==> src/qmn_pkg.sv <==
// ----------------------------------------------------------------------------
// qmn_pkg
// Types and constants shared by the normalized quaternion product datapath.
// ----------------------------------------------------------------------------
package qmn_pkg;

  // Component format: signed, CW bits with FB fraction bits.
  localparam int CW    = 16;
  localparam int FB    = 14;
  // Products are pre-shifted only when they could overflow the four-term sums.
  localparam int PRE   = (2 * CW > 60) ? (2 * CW - 60) : 0;
  localparam int PW    = 2 * CW - PRE;       // shifted partial product
  localparam int SW    = PW + 2;             // four-term sum
  localparam int MW    = SW;                 // magnitude of a sum
  localparam int PSW   = $clog2(MW);         // leading-one position
  localparam int NB    = 30;                 // normalized magnitude, msb at NB-1
  localparam int RADW  = 2 * NB + 2;         // sum of four squares
  localparam int RTW   = NB + 1;             // square root
  localparam int REMW  = RTW + 3;            // square root remainder
  localparam int NUMW  = NB + FB + 1;        // rounded dividend
  localparam int QB    = FB + 2;             // quotient bits
  localparam int DREMW = RTW + 1;            // division remainder
  localparam int LW    = ((QB > CW) ? QB : CW) + 1;

  typedef struct packed {
    logic signed [CW-1:0] p_w;
    logic signed [CW-1:0] p_x;
    logic signed [CW-1:0] p_y;
    logic signed [CW-1:0] p_z;
    logic signed [CW-1:0] q_w;
    logic signed [CW-1:0] q_x;
    logic signed [CW-1:0] q_y;
    logic signed [CW-1:0] q_z;
  } qmn_in_t;

  typedef struct packed {
    logic signed [CW-1:0] r_w;
    logic signed [CW-1:0] r_x;
    logic signed [CW-1:0] r_y;
    logic signed [CW-1:0] r_z;
    logic                 degenerate;
  } qmn_out_t;

  // Data handed from one square root cell to the next.
  typedef struct packed {
    logic [RADW-1:0]    rad;
    logic [REMW-1:0]    rem;
    logic [RTW-1:0]     root;
    logic [3:0][NB-1:0] nm;
    logic [3:0]         neg;
    logic               zero;
  } qmn_sq_t;

  // Data handed from one divider cell to the next, four lanes wide.
  typedef struct packed {
    logic [3:0][QB-1:0]    lo;
    logic [3:0][DREMW-1:0] rem;
    logic [3:0][QB-1:0]    quo;
    logic [RTW-1:0]        den;
    logic [3:0]            neg;
    logic                  zero;
  } qmn_dv_t;

endpackage

==> src/qmn_sqrt_cell.sv <==
// ----------------------------------------------------------------------------
// qmn_sqrt_cell
// One digit of a restoring square root; produces one root bit per cell.
// ----------------------------------------------------------------------------
module qmn_sqrt_cell (
  input  logic             clk,
  input  logic             en,
  input  qmn_pkg::qmn_sq_t d,
  output qmn_pkg::qmn_sq_t q
);

  qmn_pkg::qmn_sq_t             sq_nxt;
  qmn_pkg::qmn_sq_t             sq_r;
  logic [qmn_pkg::REMW-1:0]     t;
  logic [qmn_pkg::REMW-1:0]     trial;
  logic                         ge;

  always_comb begin
    t      = {d.rem[qmn_pkg::REMW-3:0], d.rad[qmn_pkg::RADW-1 -: 2]};
    trial  = qmn_pkg::REMW'({d.root, 2'b01});
    ge     = (t >= trial);
    sq_nxt = d;
    sq_nxt.rad  = {d.rad[qmn_pkg::RADW-3:0], 2'b00};
    sq_nxt.rem  = ge ? (t - trial) : t;
    sq_nxt.root = {d.root[qmn_pkg::RTW-2:0], ge};
  end

  always_ff @(posedge clk) begin
    if (en) begin
      sq_r <= sq_nxt;
    end
  end

  assign q = sq_r;

endmodule

==> config.mk <==
export PLATFORM = sky130hd
export DESIGN_NAME = qmn_sqrt_cell
export DESIGN_NICKNAME = d
export VERILOG_FILES = /design/src/qmn_pkg.sv /design/src/qmn_sqrt_cell.sv
export SDC_FILE = /design/constraint.sdc
export NUM_CORES = 1
export LEC_CHECK = 0
export BUFFER_PORTS_ARGS = -buffer_cell sky130_fd_sc_hd__buf_2
export CAP_MARGIN = 20
export CORE_AREA = 4 4 193 195
export DETAILED_ROUTE_END_ITERATION = 8
export DIE_AREA = 0 0 197 199
export HOLD_SLACK_MARGIN = 0.02
export PLACE_DENSITY = 0.49
export RECOVER_POWER = 50
export SETUP_SLACK_MARGIN = 0.3
export SLEW_MARGIN = 20
export SYNTH_ARGS = -nofsm -noshare
export SYNTH_HDL_FRONTEND = slang
export SYNTH_SLANG_ARGS = --single-unit
==> constraint.sdc <==
create_clock -name clk -period 9.8 [get_ports clk]
set_input_delay 1.96 -clock clk [delete_from_list [all_inputs] [get_ports clk]]
set_output_delay 1.96 -clock clk [all_outputs]
set_load 0.01 [all_outputs]
# Word level (Yosys, flattened, before mapping)
# Cells that the tools add are included.
[totals] ff_bits=250 inputBits=254 out_inout_bits=252
[classes] add_sub_neg=1 magnitude_cmp=1 mux=1
[op_table] operator=">= comparator 34 x 33 -> 1 bit" count=1
[op_table] operator="two-way mux 34 bit" count=1
[op_table] operator="subtractor 34 x 33 -> 34 bit" count=1

# Longest topological paths before layout
# Gate-level depths: netlist (run 1).
[logic_depth] depth_word=2 depth_mapped=13 depth_no_buf=11

# Least setup slack after synthesis (run 1)
# OpenSTA, ideal clock, no wires.
[synth_timing] path_kind="input port to flip-flop" startpoint="input d[136] (netlist bit)" endpoint="register sq_r, in the netlist q[187], data pin" setup_ns=0.157 t_arrival_ns=4.272 setup_slack_ns=5.371 cell_stages=10 path_cell_list="inv_1 > ha_1 > nand3_2 > or3_4 > or4_4 > o221ai_4 > o21ai_1 > a21oi_1 > mux2_2 > nor3_1"
[synth_rtl] element="from (decl)" line_no="qmn_sqrt_cell.sv:8" text="input qmn_pkg::qmn_sq_t d,"
[synth_rtl] element="to (signal assigned)" line_no="qmn_sqrt_cell.sv:30" text="sq_r <= sq_nxt;"
[synth_rtl] element="to (decl)" line_no="qmn_sqrt_cell.sv:13" text="qmn_pkg::qmn_sq_t sq_r;"

==> impl_summary.md, run 1 <==
CTS
TritonCTS built the clock tree. The number of buffers inserted by post-CTS setup repair is 0. For this design, the CTS-stage hold fixing added 0 buffers. In this run the number of H-tree levels came out at 1. The number of resized instances in the post-cts repair step is 0.

The clock buffer count from CTS is 28. The clock transition at the registers of the reported paths is 60 ps. In this run the deepest clock path goes through 3 buffers. The clock drives 250 sinks. The library cell used as clock root buffer is sky130_fd_sc_hd__clkbuf_16.

Timing
The hold violation count in the final report is 0. At the pin with the least slew margin, the transition time is 1050 ps. The final sum of negative setup slack is 0 ps.

Timing would allow up to 203 MHz. Setup repair after global routing left no endpoint under its margin. Setup slack closes at 4870 ps. The minimum clock period after layout is 4930 ps. Measured against its own limit, the worst slew margin works out to 0.297.

Of the available clock period, the critical path in the final layout requires 0.503. Setup violations remaining at the end of the flow were counted as 0. The count of final max-slew check failures was 0.

Hold path
The launch instance of the worst min-delay path is d[22]. The number of cells traversed by the worst hold path is 1. The tightest min-delay check is of the in2reg type.

For hold timing, the worst endpoint is q[22].

Global route
Entering global routing, the biggest net connects 106 pins. The layer with the highest usage after global routing is met2. The final global-route overflow total is 0. For this run, global-route usage on met1 was measured as 0.187. The met3 demand-to-capacity share in global routing is 0.0606.

In the global route stage, overall resource usage came out at 0.166. The first-pass GRT wire length is 48.4 mm. The number of antenna violations at the first check in global routing was 12. The met2 demand-to-capacity share in global routing is 0.299. The via count of the first global-routing pass is 7181.

Worst setup path
The kind of end point of the critical path is a flip-flop. The classification of the worst setup path is in2reg. Along the worst path, the maximum fanout reaches 48. The data required time of the worst path is 10090 ps. STA classifies the critical path startpoint as an input port. For the worst setup path, the data arrival time is 5220 ps. The most critical setup path has its startpoint at d[137].

Power
The peak supply drop is 113 uV. Dividing total power by cell area gives a power density of 204 mW/mm^2. The static power due to leakage is 5.73 nW. The total power after layout is 0.00280 W.

Yosys
The area fraction in and, or, nand and nor cells after synthesis is 0.0622. The adder-cell share of the synthesized area is 0.0418. The async set-or-reset flop fraction in the synthesized netlist is 0. After synthesis, the mean cell area works out to 15.8 um^2. Yosys printed 0 warnings. After synthesis, the largest family of logic cells by area is compound AO/OA/AOI/OAI gates.

The XOR/XNOR share of the synthesized area is 0.0266. The main flop type after synthesis is sky130_fd_sc_hd__edfxtp_1. The complex-gate fraction of the synthesized area is 0.0797. The number of enable-type register cells in the synthesized netlist is 250.

The flip-flop and latch count after synthesis is 250. The number of distinct library cells after synthesis is 57. After synthesis, the share of cell area in mux cells is 0.00228. Counting every instance in the synthesized netlist gives 624. The synthesized area is 0.00987 mm^2. Of the synthesized area, sequential elements account for 0.760.

Outcome
The run finished with clean final reports.

Drt
The detail route stage leaves a number of antenna-violating nets equal to 0. The final route contains 7237 vias. The ratio of routed vias to standard cells is 4.45. After detailed routing, the average wire length per cell comes to 21.5 um. The total length of routed wires is 35.0 mm. The first detailed-routing pass took 4 iterations.

The detailed router's first-iteration violation count is 283. For this run, design rule violations remaining after detail routing come to 0.

Floorplan
The number of rows in the core area is 69. The die extent in y is 199 um. The placeable core region is 0.0354 mm^2.

Pin placement for this block handled 506 I/O pins. The horizontal extent of the die is 197 um. The die covers 0.0392 mm^2. The effective utilization at floorplan is 0.279.

Cells and area
Compared with the post-synthesis result, the final layout area differs by 39.2%. The multi-input combinational cells in the finished layout cover a total of 0.00211 mm^2. The area used by sequential logic in the layout is 0.00751 mm^2. The final layout net count is 1427. The number of filler instances in the final layout is 3514. The fraction of layout cells with a size suffix above 1 is 0.408.

The number of flip-flops under the largest register name is 250.

Placed design
The detailed placer's ending HPWL is 27.7 mm. The congestion estimate from routability-driven global placement came to 0.832. Prior to clock tree synthesis, the placed netlist has a worst setup slack of 4270 ps. The number of buffers inserted by port buffering is 501.

Flow run
The total of max-cap violations is 0.
[placed cells by master, fill, tap and decap left out, drive strengths merged, types with 2 or more instances in the layout]
cell type,synthesis,layout
nor3,9,9
or3,3,3
and3,3,3
o21ai,25,25
a31oi,7,7
nor4,3,3
a21o,6,6
nand3,10,10
a211o,2,2
a211oi,2,2
o211ai,4,4
nand2,22,22
nand2b,5,5
buf,10,419
xnor2,17,17
clkinv,1,12
mux2,2,2
nor2,47,47
o21bai,4,4
edfxtp,250,250
bufinv,0,5
conb,1,2
a2111oi,3,3
o41ai,3,3
nor2b,7,7
a21boi,3,3
a21oi,53,53
inv,43,44
o221ai,2,2
nand4,8,8
clkbuf,8,118
xor2,13,13
o31ai,2,2
diode,0,4
ha,33,33
[cells in the mapped netlist (all sizes together) (5+ instances only)]
cell type / n / share of area
edfxtp: 250 / 0.76
a21oi: 53 / 0.027
nor2: 47 / 0.018
inv: 43 / 0.016
ha: 33 / 0.042
o21ai: 25 / 0.013
nand2: 22 / 0.0084
xnor2: 17 / 0.015
xor2: 13 / 0.012
buf: 10 / 0.0067
nand3: 10 / 0.0056
nor3: 9 / 0.0051
clkbuf: 8 / 0.0030
nand4: 8 / 0.0051
a31oi: 7 / 0.0051
nor2b: 7 / 0.0044
a21o: 6 / 0.0046
nand2b: 5 / 0.0032
[per-layer routing]
metal,vias up,wire length [um]
li1,3401,-
met1,3458,12800
met2,301,18000
met3,59,3320
met4,18,794
met5,-,116
[worst max-delay path: stages]
cell and delay, ps:
sky130_fd_sc_hd__clkbuf_1 100, sky130_fd_sc_hd__inv_1 50, sky130_fd_sc_hd__ha_1 380, sky130_fd_sc_hd__nand3_2 180, sky130_fd_sc_hd__or3_4 440, sky130_fd_sc_hd__a2111oi_2 460
sky130_fd_sc_hd__o311ai_0 200, sky130_fd_sc_hd__and4_4 330, sky130_fd_sc_hd__inv_2 640, sky130_fd_sc_hd__and3_1 270, sky130_fd_sc_hd__mux2_2 140, sky130_fd_sc_hd__nor3_1 50
[kinds of logic after synthesis]
group                    count (synthesis)
AND/OR/NAND/NOR                        124
multiplexers                             2
XOR/XNOR                                30
other                                    1
AO/OA/AOI/OAI                          122
flip-flops                             250
buffers and inverters                   62
adder cells (fa/ha/maj)                 33
[power by group]
group          internal [W]  leakage (nW)  switching [W]  total (W)
logic              0.000154          2.82       0.000243   0.000397
registers           0.00129          2.45      0.0000229    0.00131
clock network      0.000656         0.457       0.000432    0.00109
total               0.00210          5.73       0.000698    0.00280
[per-stage QoR]
step                      std cells  utilization  hold WS (ps)  instance area [um^2]
after global routing           1623        0.388          1530                 13700
after detailed placement       1571        0.364          2140                 12900
after floorplan                 625            -          2060                  9880
final                          1627        0.388          1570                 13700
after global placement         1571        0.364          2140                 12900
after CTS                      1623        0.391          1540                 13800
[worst max path at each step]
stage / endpoint / slack (ps) / cells after the start
finish: q[187] / 4870 / 12
global route: q[187] / 4570 / 12
CTS: q[187] / 4840 / 12
detailed placement: q[187] / 4270 / 12
global placement: q[187] / 4290 / 12
floorplan: q[187] / 5370 / 10
[layout make-up]
| class | count | share of cell area |
|---|---|---|
| clock inverter | 18 | 0.0163 |
| sequential | 250 | 0.546 |
| tap | 461 | 0.0420 |
| multi-input combinational | 313 | 0.153 |
| timing repair buffer | 503 | 0.177 |
| clock buffer | 34 | 0.0526 |
| inverter | 44 | 0.0120 |
| antenna | 4 | 0.000728 |
Note: power is estimated with default switching activity, not from simulation.
==> run 2, diff against run 1 <==
--- a/config.mk
+++ b/config.mk
@@ -11,7 +11,7 @@
 export DETAILED_ROUTE_END_ITERATION = 8
 export DIE_AREA = 0 0 197 199
 export HOLD_SLACK_MARGIN = 0.02
-export PLACE_DENSITY = 0.49
+export PLACE_DENSITY = 0.51
 export RECOVER_POWER = 50
 export SETUP_SLACK_MARGIN = 0.3
 export SLEW_MARGIN = 20
==> constraint.sdc (replaced) <==
create_clock -name clk -period 4.5 [get_ports clk]
set_input_delay 0.9 -clock clk [delete_from_list [all_inputs] [get_ports clk]]
set_output_delay 0.9 -clock clk [all_outputs]
set_load 0.01 [all_outputs]
==> impl_summary.md, run 2 (synthesized netlist as in run 1, its figures left out) <==
Outcome
The run finished, with violations left. The final reports fail on capacitance limit, slew limit.

Floorplan
The placeable core region is 0.0354 mm^2. The floorplan step set the die width to 197 um. The overall die area is 0.0392 mm^2. The die is 199 um tall. The effective utilization at floorplan is 0.279. The number of rows in the core area is 69. The total I/O pin count is 506.

Timing
The worst path needs 3360 ps of the cycle, external delays included. Setup repair after global routing left no endpoint under its margin. For this run, the top clock speed supported by timing is 298 MHz. In the finished design, the share of the clock period the worst path needs comes to 0.747. The headroom to the max-slew limit is -0.401. The actual slew at the worst max-slew pin is 2100 ps. The count of final max-slew check failures is 74. The hold violation count in the final report is 0.

Setup violations remaining at the end of the flow were counted as 0. The final sum of negative setup slack is 0 ps.

Worst setup path
The critical path depth in cells is 11. At the worst endpoint, the required time is 4810 ps. The arrival time reported for the critical path endpoint is 3670 ps. The termination of the worst setup path is q[181]. Walking the worst path, the cells encountered are clkbuf_1 > inv_1 > ha_1 > nand3_2 > or3_4 > a2111oi_2 > o311ai_0 > and4_4 > inv_2 > buf_4 > mux2_2. Along the worst path, the maximum fanout reaches 21.

The largest single stage delay on the critical path is 470 ps. The kind of end point of the critical path is a flip-flop. The kind of cell with the highest combined delay along the critical path is simple AND/OR/NAND/NOR gates. Tracing the worst setup path back leads to its startpoint at d[137].

The critical path in this run is classified as in2reg. Together, buffers and inverters on the worst path number 4. The highest-delay cell along the critical path is sky130_fd_sc_hd__a2111oi_2. The worst setup path is launched from an input port.

Cells and area
The final layout contains 1432 nets. The register with the most flip-flops in the layout has 250 of them. The number of filler instances in the final layout is 3459.

The fraction of layout cells with a size suffix above 1 is 0.466. The most common cell after layout, fill and taps aside is sky130_fd_sc_hd__buf_2. The non-filler instance count after layout is 1629. The top cell types in the final layout, fill and taps aside, are sky130_fd_sc_hd__buf_2 (478), sky130_fd_sc_hd__edfxtp_1 (250), sky130_fd_sc_hd__a21oi_1 (53), sky130_fd_sc_hd__nor2_1 (47), sky130_fd_sc_hd__inv_1 (42). Compared with the post-synthesis result, the final layout area differs by 40.4%.

Power
Cell internal power was estimated by the tool at 0.00453 W. Of the total power, the share spent switching nets is 0.252. The analysis attributes to net switching a power of 0.00153 W. The clock network power share is 0.382. The sequential cell fraction of total power is 0.471.

The total power after layout is 0.00606 W. The share of total power dissipated in combinational logic is 0.146. The peak supply drop is 371 uV. The total power per unit cell area is 438 mW/mm^2. The static power due to leakage is 5.92 nW.

Placed design
After legalization and detailed placement, the total HPWL measured 28.1 mm. Routability-driven placement finished with a final weighted congestion of 0.856. During placement, the flow inserted port buffers numbering 501.

After detailed placement, the design holds a cell count of 1576.

Hold path
The worst hold path belongs to the class in2reg.

Drt
After the first detailed-routing iteration, the DRC count stood at 350. Wires add up to 35.1 mm. Detailed routing inserted a total of 7285 vias. The count of nets left with antenna violations once routing finished came out at 0. The first TritonRoute pass finished after 4 iterations. The ratio of routed vias to standard cells is 4.47. In the routed design, unresolved DRC markers number 0. The routed wirelength normalized by instance count is 21.5 um.

CTS
The CTS tree is built. After clock tree synthesis, the flow added hold-fix buffers numbering 0. The H-tree depth is 1. The buffer levels on the longest clock path is 3. The clock buffer count from CTS is 28. The library cell used as clock root buffer is sky130_fd_sc_hd__clkbuf_16. The clock transition at the registers of the reported paths is 60 ps.

The number of resized instances in the post-cts repair step is 0. Counting every sink on the clock net gives 250. Post-CTS timing repair inserted 0 buffers for setup.

Global route
Across every metal layer, demand over resource in global routing totals 0.165. The number of antenna violations at the first check in global routing is 9. After global routing the overflow that remains totals 0. The via count of the first global-routing pass is 7281. Entering global routing, the biggest net connects 76 pins. The first global-routing pass estimated 48.3 mm of wire.

Flow run
The total of max-cap violations is 1.
==> run 2: how the worst min path moves through the flow <==
stage	start	to	slack [ps]	cells after the start
after floorplan	d[0]	q[0]	1000	0
after global placement	d[211]	q[213]	1080	1
after detailed placement	d[229]	q[231]	1080	1
after CTS	d[91]	q[91]	470	1
after global routing	d[228]	q[230]	470	1
final	d[194]	q[196]	510	1
==> run 2: power groups by stage <==
stage	clock network, W	registers [W]	logic (W)
floorplan	0	0.00303	0.000288
detailed placement	0	0.00291	0.000906
CTS	0.00240	0.00286	0.000911
global route	0.00250	0.00288	0.000966
finish	0.00232	0.00286	0.000886
global placement	0	0.00290	0.000901
==> run 2: cell type report <==
class,instances,area (um^2),area share
antenna,2,5.00,0.000361
clock buffer,30,708,0.0511
clock inverter,21,229,0.0165
inverter,44,165,0.0119
multi-input combinational,313,2110,0.152
sequential,250,7510,0.542
tap,461,577,0.0416
timing repair buffer,508,2560,0.185
==> run 2: per-stage QoR <==
step                 util  hold slack [ps]  setup slack (ps)  instance area [um^2]
floorplan               -              999              1130                  9880
global placement    0.366             1080               595                 13000
detailed placement  0.366             1080               566                 13000
CTS                 0.392              473              1170                 13900
global route        0.391              474               972                 13900
finish              0.391              513              1140                 13900
==> run 2: layer usage <==
metal / part of all wire / track usage / routed length [um] / up-vias
met2: 0.51 / 0.293 / 18000 / 296
met5: 0.0026 / 0 / 92 / -
met4: 0.037 / 0.0621 / 1290 / 14
met1: 0.36 / 0.180 / 12600 / 3500
met3: 0.090 / 0.0637 / 3150 / 65
li1: - / - / - / 3410
