$ cat config.mk
export PLATFORM = sky130hd
export DESIGN_NAME = qmn_div_cell
export DESIGN_NICKNAME = d
export VERILOG_FILES = /design/src/qmn_pkg.sv /design/src/qmn_div_cell.sv
export SDC_FILE = /design/constraint.sdc
export NUM_CORES = 1
export LEC_CHECK = 0
export ABC_CLOCK_PERIOD_IN_PS = 5150
export BUFFER_PORTS_ARGS = -buffer_cell sky130_fd_sc_hd__buf_2
export CORE_MARGIN = 10
export CORE_UTILIZATION = 36
export CTS_BUF_LIST = sky130_fd_sc_hd__clkbuf_8
export DETAILED_ROUTE_END_ITERATION = 10
export GPL_TIMING_DRIVEN = 0
export HOLD_SLACK_MARGIN = 0.1
export PLACE_DENSITY_LB_ADDON = 0.08
export SLEW_MARGIN = 20
export SYNTH_ARGS = -nofsm -noshare
export SYNTH_HDL_FRONTEND = slang
export SYNTH_SLANG_ARGS = --single-unit
$ cat constraint.sdc
create_clock -name clk -period 5.15 [get_ports clk]
set_input_delay 0.7725 -clock clk [delete_from_list [all_inputs] [get_ports clk]]
set_output_delay 0.7725 -clock clk [all_outputs]
set_load 0.03 [all_outputs]
$ cat src/qmn_pkg.sv
// ----------------------------------------------------------------------------
// qmn_pkg
// Types and constants shared by the normalized quaternion product datapath.
// ----------------------------------------------------------------------------
package qmn_pkg;

  // Component format: signed, CW bits with FB fraction bits.
  localparam int CW    = 16;
  localparam int FB    = 14;
  // Products are pre-shifted only when they could overflow the four-term sums.
  localparam int PRE   = (2 * CW > 60) ? (2 * CW - 60) : 0;
  localparam int PW    = 2 * CW - PRE;       // shifted partial product
  localparam int SW    = PW + 2;             // four-term sum
  localparam int MW    = SW;                 // magnitude of a sum
  localparam int PSW   = $clog2(MW);         // leading-one position
  localparam int NB    = 30;                 // normalized magnitude, msb at NB-1
  localparam int RADW  = 2 * NB + 2;         // sum of four squares
  localparam int RTW   = NB + 1;             // square root
  localparam int REMW  = RTW + 3;            // square root remainder
  localparam int NUMW  = NB + FB + 1;        // rounded dividend
  localparam int QB    = FB + 2;             // quotient bits
  localparam int DREMW = RTW + 1;            // division remainder
  localparam int LW    = ((QB > CW) ? QB : CW) + 1;

  typedef struct packed {
    logic signed [CW-1:0] p_w;
    logic signed [CW-1:0] p_x;
    logic signed [CW-1:0] p_y;
    logic signed [CW-1:0] p_z;
    logic signed [CW-1:0] q_w;
    logic signed [CW-1:0] q_x;
    logic signed [CW-1:0] q_y;
    logic signed [CW-1:0] q_z;
  } qmn_in_t;

  typedef struct packed {
    logic signed [CW-1:0] r_w;
    logic signed [CW-1:0] r_x;
    logic signed [CW-1:0] r_y;
    logic signed [CW-1:0] r_z;
    logic                 degenerate;
  } qmn_out_t;

  // Data handed from one square root cell to the next.
  typedef struct packed {
    logic [RADW-1:0]    rad;
    logic [REMW-1:0]    rem;
    logic [RTW-1:0]     root;
    logic [3:0][NB-1:0] nm;
    logic [3:0]         neg;
    logic               zero;
  } qmn_sq_t;

  // Data handed from one divider cell to the next, four lanes wide.
  typedef struct packed {
    logic [3:0][QB-1:0]    lo;
    logic [3:0][DREMW-1:0] rem;
    logic [3:0][QB-1:0]    quo;
    logic [RTW-1:0]        den;
    logic [3:0]            neg;
    logic                  zero;
  } qmn_dv_t;

endpackage

$ cat src/qmn_div_cell.sv
// ----------------------------------------------------------------------------
// qmn_div_cell
// One quotient bit of a restoring division for each of the four lanes.
// ----------------------------------------------------------------------------
module qmn_div_cell (
  input  logic             clk,
  input  logic             en,
  input  qmn_pkg::qmn_dv_t d,
  output qmn_pkg::qmn_dv_t q
);

  qmn_pkg::qmn_dv_t          dv_nxt;
  qmn_pkg::qmn_dv_t          dv_r;
  logic [qmn_pkg::DREMW-1:0] den;
  logic [qmn_pkg::DREMW-1:0] t;
  logic                      ge;

  always_comb begin
    dv_nxt = d;
    den    = qmn_pkg::DREMW'(d.den);
    t      = '0;
    ge     = 1'b0;
    for (int i = 0; i < 4; i++) begin
      // The remainder stays below the divisor, so its top bit is always zero.
      t  = {d.rem[i][qmn_pkg::DREMW-2:0], d.lo[i][qmn_pkg::QB-1]};
      ge = (t >= den);
      dv_nxt.rem[i] = ge ? (t - den) : t;
      dv_nxt.lo[i]  = {d.lo[i][qmn_pkg::QB-2:0], 1'b0};
      dv_nxt.quo[i] = {d.quo[i][qmn_pkg::QB-2:0], ge};
    end
  end

  always_ff @(posedge clk) begin
    if (en) begin
      dv_r <= dv_nxt;
    end
  end

  assign q = dv_r;

endmodule

-- Yosys cells after proc, flatten, opt, wreduce, memory -nomap -nowiden
Cells that the tools add are included.
- bits in registers: 288
- input bits: 294
- output and inout bits: 292
- word-level logic and storage cells: 27
- add/sub/neg operators: 4
- $lt $le $gt $ge: 4
- mux-type cells: 4
- operators with widths (kind ; number):
    greater-or-equal comparator 32 x 31 -> 1 bit ; 4
    2-to-1 mux 32 bit ; 4
    subtractor 32 x 31 -> 32 bit ; 4

-- Depth between registers and ports, before layout
Gate-level depths: netlist of run 1.
- depth after elaboration: 2
- gate-level depth with buffers: 14
- depth with buffers taken out: 12

-- Least setup slack after synthesis of run 1
Ideal clock, no wire load.
- path type: input to register
- from: input port d[7] (netlist bit)
- to: register dv_r (netlist bit q[136]), data pin
- library setup time: 0.262 ns
- arrival: 3.096 ns
- required time: 4.888 ns
- slack: 1.792 ns
- stages on the path: 11
- buffers on the path: 1
- path through: inv_1 -> ha_1 -> nor2b_1 -> o31a_1 -> o41ai_2 -> a31oi_1 -> o21ai_1 -> a21oi_1 -> a2111oi_4 -> buf_6 -> mux2_1
- RTL lines (item ; line ; source):
    from (decl) ; qmn_div_cell.sv:8 ; input qmn_pkg::qmn_dv_t d,
    to (signal assigned) ; qmn_div_cell.sv:35 ; dv_r <= dv_nxt;
    to (decl) ; qmn_div_cell.sv:13 ; qmn_pkg::qmn_dv_t dv_r;

==> flow_summary.ini, run 1 <==
[run_status]
status = completed

[hold_path]
hold_path_class = in2reg

[die]
die_x_um = 237
fp.dieH_um = 237
die_area_mm2 = 0.0563
num_io_pins = 586
core_area_mm2 = 0.0466
row_count = 79
start_util_pct = 36.5

[worst_setup_path]
path_buf_inv = 2
arrival_ns = 4.22
slowest_delay_ns = 0.55
crit_path_max_fanout = 10
crit_slowest_cell = clkbuf_1
worstSetupStartpointType = input pin
required_ns = 5.54
critPathKind = in2reg
cpMostUsedCell = o31ai_1
cp_top_family = compound AO/OA/AOI/OAI gates
path_cells = buf_2, ha_1, fa_1, nor2b_1, o31ai_1, a211oi_1, nor2_1, o221ai_1, a21o_1, a31oi_1, clkbuf_1, nand2_1, o31ai_1
cp-end-kind = register

[pwr]
peakVddDrop_uv = 212
powerDensity_mw_per_mm2 = 343
p_total_mw = 7.43
p_leak_nw = 9.58

[drt]
wl_met1_um = 28100
final_antenna_net_count = 0
drt-pass1-iter-count = 5
wl_per_cell_um = 24.7
met3_length_um = 6000
via_per_inst = 5.22
drt_iter0_markers = 926
drc = 0
wl_met2_um = 34700
finalWirelength_um = 70700
highest_layer = met5
dr_total_vias = 14956

[clocking]
cts_buffer_depth = 3
hold_buffers = 0
numCtsBuffers = 51
clkSlewWorstSetupHoldPaths_ns = 0.07
cts_resized = 0
cts_htree_levels = 2
cts_setup_buffers = 0
cts-root-buf = clkbuf_8
tritoncts = yes
cts.sinks = 288

[global_routing]
grt.total_usage_pct = 23.8
grt-ovfl-total = 0
grt_pass1_vias = 14574
antenna_found_initial = 23
grt_pass1_wl_um = 100000
grt_max_degree = 104

[synth]
synthCells = 1581
yosysTopAreaCellShare_pct = 50.9
async_flop_share_pct = 0
synth_sequential_area_ratio_pct = 50.9
synth-edff-count = 288
synth_cell_types = 71
avgSynthCellArea_um2 = 10.7
ys_warn_count = 0
synthTopCellsByCount = edfxtp_1, a21oi_1, nand2_1, ha_1, nor2_1
synthTopCellsByArea = edfxtp_1, ha_1, a21oi_1, o21ai_0, xnor2_1
ys.flop_type = edfxtp_1
syn-cell-area_mm2 = 0.0170
ys_ff_latch = 288
yosysMostFrequentCell = edfxtp_1
yosys.area.top_type = edfxtp_1

[job]
drv_cap = 0

[cells_and_area]
nets = 2634
multi_input_area_mm2 = 0.00778
fin_area_mm2 = 0.0217
largest_reg_flops = 288
fillCellCount = 4504
area_growth_pct = 27.8
final_cells = 2866
drive_gt1_share_pct = 30.7
seq_area_mm2 = 0.00865

[timing]
fin_crit_sh_pct = 74.5
maxClockFrequency_mhz = 261
rsz0062_at_grt = false
worstMarginPinSlew_ns = 0.800
hold_viol = 0
relSlewSlack_pct = 45.8
finalWorstPathRequiredPeriod_ns = 3.84
slew_violations = 0
setup_ws_ns = 1.31
finalSetupViolations = 0

[place]
post-place-ws_ns = 0.662
dpl_cell_area_mm2 = 0.0207
place_congestion = 0.905
io_buffers = 573
dp.cells = 2766
hpwl_um = 58200
power by group:
group | total [mW] | internal (mW) | switching (mW)
combinational | 2.30 | 0.733 | 1.56
clock | 2.14 | 1.13 | 1.01
sequential | 3.00 | 2.92 | 0.0754
total | 7.43 | 4.78 | 2.65
worst paths after layout:
check                 startpoint               end  cells after the start
worst max-delay path        d[5]  q[214]$_DFFE_PP_                     13
worst min-delay path       d[90]   q[91]$_DFFE_PP_                      1
kinds of logic after synthesis:
group | count (synthesis) | share of synthesized area (%)
other | 1 | 0.0221
adder cells (fa/ha/maj) | 128 | 9.60
flip-flops | 288 | 50.9
buffers and inverters | 138 | 3.34
AND/OR/NAND/NOR | 404 | 10.8
multiplexers | 24 | 1.56
AO/OA/AOI/OAI | 490 | 18.2
XOR/XNOR | 108 | 5.57
final cells by class:
type                       count  area share (%)
buffer                        63            1.31
clock buffer                  51            3.23
multi-input combinational   1158            35.9
tap                          607            3.50
timing repair buffer         575            13.5
clock inverter                40            1.32
sequential                   288            39.9
inverter                      75            1.30
antenna                        9           0.104
cells in the final DEF (no fill, tap or decap), drive strengths merged, types with 22 or more instances in the layout:
| master | netlist | routed |
|---|---|---|
| buf | 23 | 598 |
| edfxtp | 288 | 288 |
| a21oi | 157 | 157 |
| nand2 | 136 | 136 |
| nor2 | 124 | 124 |
| ha | 124 | 124 |
| o21ai | 121 | 121 |
| inv | 75 | 95 |
| clkbuf | 40 | 91 |
| a21o | 63 | 63 |
| xnor2 | 62 | 62 |
| xor2 | 46 | 46 |
| nand3 | 32 | 32 |
| o21bai | 22 | 22 |
metrics by stage:
| stage | utilization [%] | TNS, ns | hold slack, ns |
|---|---|---|---|
| 2_1_floorplan | - | 0 | 0.871 |
| 3_3_place_gp | 44.3 | -256.80 | 0.950 |
| 3_5_place_dp | 44.4 | 0 | 0.951 |
| 4_1_cts | 46.6 | 0 | 0.260 |
| 5_1_grt | 46.6 | 0 | 0.268 |
| 6_report | 46.6 | 0 | 0.302 |
layer usage:
| layer | vias up | track usage (%) |
|---|---|---|
| met4 | 18 | 6.76 |
| li1 | 7184 | - |
| met2 | 539 | 40.8 |
| met5 | - | 0 |
| met3 | 113 | 8.28 |
| met1 | 7102 | 27.6 |
(Power assumes the default switching activity.)
==> run 2, diff against run 1 <==
- ABC_CLOCK_PERIOD_IN_PS: 5150 -> 3700
- clock period: 5.15 -> 3.7 ns (I/O delays scaled with it)
==> flow_summary.ini, run 2 (synthesis gave the netlist of run 1 again) <==
[drt]
wl_per_cell_um = 24.0
drt_iter0_markers = 928
drt-pass1-iter-count = 5
drc = 0
finalWirelength_um = 72400
dr_total_vias = 15533
via_per_inst = 5.15
final_antenna_net_count = 0

[clocking]
cts_setup_buffers = 0
cts.sinks = 288
tritoncts = yes
cts_htree_levels = 2
clkSlewWorstSetupHoldPaths_ns = 0.06
numCtsBuffers = 51
cts_buffer_depth = 3
cts-root-buf = clkbuf_8

[worst_setup_path]
cp_top_family = buffers and inverters
crit_path_max_fanout = 10
required_ns = 4.15
worstSetupStartpointType = input pin
path_buf_inv = 5
arrival_ns = 4.05
crit_slowest_cell = nor4_1
critPathKind = in2reg
slowest_delay_ns = 0.53
cpMostUsedCell = buf_2
path_cells = buf_2, inv_1, ha_1, buf_2, nand4_1, nor4_1, a221oi_1, nand4_1, a31oi_1, o21ai_0, a41o_1, buf_2, clkbuf_4, nor2_1, a21oi_1
cp-end-kind = register
crit_cells = 15

[cells_and_area]
seq_area_mm2 = 0.00865
drive_gt1_share_pct = 29.1
layout_common_cells = buf_2, edfxtp_1, a21oi_1
fillCellCount = 4331
nets = 2785
final_common_cell = buf_2
area_growth_pct = 36.8
largest_reg_flops = 288
multi_input_area_mm2 = 0.00779

[hold_path]
hold_path_class = in2reg
whs_path_depth = 3

[global_routing]
grt-ovfl-total = 0
antenna_found_initial = 25
grt_pass1_vias = 15379
grt.total_usage_pct = 24.4
grt_pass1_wl_um = 104000
grt_max_degree = 104

[timing]
rsz0062_at_grt = true
finalWorstPathRequiredPeriod_ns = 3.60
worstMarginPinSlew_ns = 0.793
fin_crit_sh_pct = 97.4
setup_ws_ns = 0.0973
maxClockFrequency_mhz = 278
finalSetupViolations = 0
hold_viol = 0
slew_violations = 0
relSlewSlack_pct = 45.8
tns_ns = 0

[die]
start_util_pct = 36.5
core_area_mm2 = 0.0466
row_count = 79
fp.dieH_um = 237
die_x_um = 237
num_io_pins = 586
die_area_mm2 = 0.0563

[pwr]
power_frac_comb_pct = 31.9
sequentialPowerShare_pct = 39.8
powerDensity_mw_per_mm2 = 452
p_switching_mw = 3.73
intPower_mw = 6.77
switching_share_pct = 35.5
p_total_mw = 10.5
p_clk_share_pct = 28.3
peakVddDrop_uv = 288
p_leak_nw = 10.2

[run_status]
status = completed

[place]
hpwl_um = 58200
io_buffers = 573
post-place-ws_ns = -0.571
place_congestion = 0.905

[job]
drv_cap = 0
[run 2: cell count changes in the layout (fill, tap and decap cells not counted), sizes merged]
| cell | change |
|---|---|
| buf | -3 |
| dlygate4sd3 | +153 |
| clkbuf | +1 |
[run 2: worst paths after layout]
kind,startpoint,end,slack [ns]
min,d[160],q[161]$_DFFE_PP_,0.22
max,d[20],q[186]$_DFFE_PP_,0.1
[run 2: what timing repair did]
item / in CTS / in global routing
hold endpoints to repair: 153 / 0
endpoints found under the setup margin: 0 / 92
resized for setup: 0 / 13
hold buffers: 153 / 0
[run 2: worst min-delay path, delay by kind of cell]
family,cells,cell delay (ns)
buffers and inverters,1,0.09
AOI/OAI and AO/OA,1,0.06
and+or+nand+nor,1,0.04
[run 2: cell type report]
cell class	instances	share of cell area [%]
Clock inverter	40	1.23
Inverter	75	1.21
Antenna cell	9	0.0969
Sequential cell	288	37.2
Tap cell	607	3.27
Timing Repair Buffer	728	19.2
Buffer	61	1.24
Multi-Input combinational cell	1158	33.5
Clock buffer	51	3.02
[run 2: per-stage QoR]
| stage | utilization, % | area [um2] | hold slack (ns) | std cells |
|---|---|---|---|---|
| after detailed placement | 44.4 | 20700 | 0.733 | 2766 |
| after global routing | 49.9 | 23200 | 0.196 | 3009 |
| after global placement | 44.3 | 20600 | 0.732 | 2764 |
| after CTS | 49.9 | 23200 | 0.167 | 3010 |
| after floorplan | - | 17000 | 0.654 | 1584 |
| final | 49.9 | 23200 | 0.216 | 3017 |
[run 2: layer usage]
layer  track usage (%)  share of wire, %  up-vias
met5                 0              0.21        -
met4              7.95               3.0       20
met3              7.91               7.9      121
met2              41.6                49      548
met1              28.6                40     7358
li1                  -                 -     7486
[run 2: power groups by stage]
stage / Combinational [mW] / Clock (mW) / Sequential, mW
floorplan: 1.28 / 0 / 5.00
global placement: 3.20 / 0 / 4.26
detailed placement: 3.20 / 0 / 4.24
CTS: 3.35 / 3.08 / 4.18
global route: 3.60 / 3.21 / 4.21
finish: 3.35 / 2.98 / 4.18
==> run 3, diff against run 2 <==
- ABC_CLOCK_PERIOD_IN_PS: 3700 -> 3900
- clock period: 3.7 -> 3.9 ns (I/O delays scaled with it)
==> flow_summary.ini, run 3 (synthesis gave the netlist of run 1 again) <==
[cells_and_area]
nets = 2776
drive_gt1_share_pct = 29.3
final_common_cell = buf_2
area_growth_pct = 36.4
fin_area_mm2 = 0.0232
largest_reg_flops = 288
layout_common_cells = buf_2, edfxtp_1, a21oi_1
final_cells = 3007

[timing]
finalWorstPathRequiredPeriod_ns = 3.75
relSlewSlack_pct = 44.8
worstMarginPinSlew_ns = 0.815
fin_crit_sh_pct = 96.2
finalSetupViolations = 0
maxClockFrequency_mhz = 267
hold_viol = 0
slew_violations = 0
tns_ns = 0
setup_ws_ns = 0.150
rsz0062_at_grt = false

[pwr]
sequentialPowerShare_pct = 39.8
p_total_mw = 9.95
switching_share_pct = 35.5
intPower_mw = 6.42
p_leak_nw = 10.2
power_frac_comb_pct = 31.9
peakVddDrop_uv = 282
p_switching_mw = 3.54
powerDensity_mw_per_mm2 = 430
p_clk_share_pct = 28.3

[place]
hpwl_um = 58200
place_congestion = 0.905
post-place-ws_ns = -0.401
dp.cells = 2766
io_buffers = 573
dpl_cell_area_mm2 = 0.0207

[die]
num_io_pins = 586
fp.dieH_um = 237
die_area_mm2 = 0.0563
row_count = 79
start_util_pct = 36.5
core_area_mm2 = 0.0466
die_x_um = 237

[worst_setup_path]
slowest_delay_ns = 0.53
required_ns = 4.29
critPathKind = in2reg
path_buf_inv = 3
cp_top_family = compound AO/OA/AOI/OAI gates
path_cells = dlygate4sd3_1, buf_2, inv_1, ha_1, and2_1, a221oi_1, a21boi_1, o31a_1, o211ai_2, a21oi_1, nand4_1, or3b_1, xnor2_1
crit_path_max_fanout = 5
worstSetupStartpointType = input pin
crit_cells = 13
crit_slowest_cell = dlygate4sd3_1
cp-end-kind = register
arrival_ns = 4.14

[global_routing]
grt-ovfl-total = 0
grt_pass1_vias = 15332
antenna_found_initial = 23
grt_max_degree = 104
grt_pass1_wl_um = 103000
grt.total_usage_pct = 24.3

[drt]
final_antenna_net_count = 0
drc = 0
drt_iter0_markers = 943
drt-pass1-iter-count = 6
wl_per_cell_um = 24.0
via_per_inst = 5.16
dr_total_vias = 15529
finalWirelength_um = 72200

[clocking]
cts.sinks = 288
numCtsBuffers = 51
cts_buffer_depth = 3
clkSlewWorstSetupHoldPaths_ns = 0.06
tritoncts = yes
cts_htree_levels = 2
cts-root-buf = clkbuf_8

[job]
drv_cap = 0

[hold_path]
hold_path_class = in2reg
whs_path_depth = 1

[run_status]
status = completed
## run 3: what timing repair did
action / 4_1_cts / 5_1_grt
hold endpoints to repair: 141 / 0
setup endpoints to repair: 0 / 98
gates resized for setup: 0 / 17
hold buffers: 141 / 0
setup buffers: 0 / 1
## run 3: final cells by class
class	instances	area (um2)
well taps	607	759
fillers	4336	23400
plain buffers	63	295
repair buffers	717	4360
diodes	8	20.0
inverters	75	285
multi-input cells	1158	7800
clock inverters	40	287
clock buffers	51	702
flip-flops and latches	288	8650
## run 3: through the flow
step	hold WS [ns]	util (%)
after global placement	0.762	44.3
after detailed placement	0.763	44.4
after CTS	0.100	49.6
after floorplan	0.684	-
final	0.149	49.8
after global routing	0.111	49.7
## run 3: path summary, 6_finish.rpt
| path | start | endpoint | slack, ns |
|---|---|---|---|
| hold / removal | d[21] | q[21]$_DFFE_PP_ | 0.15 |
| setup / recovery | d[9] | q[163]$_DFFE_PP_ | 0.15 |
## run 3: power groups by stage
stage | logic [mW] | registers [mW] | clock network [mW]
after floorplan | 1.22 | 4.74 | 0
after detailed placement | 3.03 | 4.02 | 0
after global placement | 3.03 | 4.04 | 0
after CTS | 3.17 | 3.96 | 2.93
final | 3.17 | 3.96 | 2.82
after global routing | 3.41 | 3.99 | 3.05
## run 3: metal layers
layer | track usage [%] | wire (um) | vias up
met2 | 41.2 | 34800 | 593
li1 | - | - | 7467
met3 | 7.81 | 5790 | 130
met4 | 8.53 | 2470 | 18
met5 | 0 | 135 | -
met1 | 28.5 | 29000 | 7321
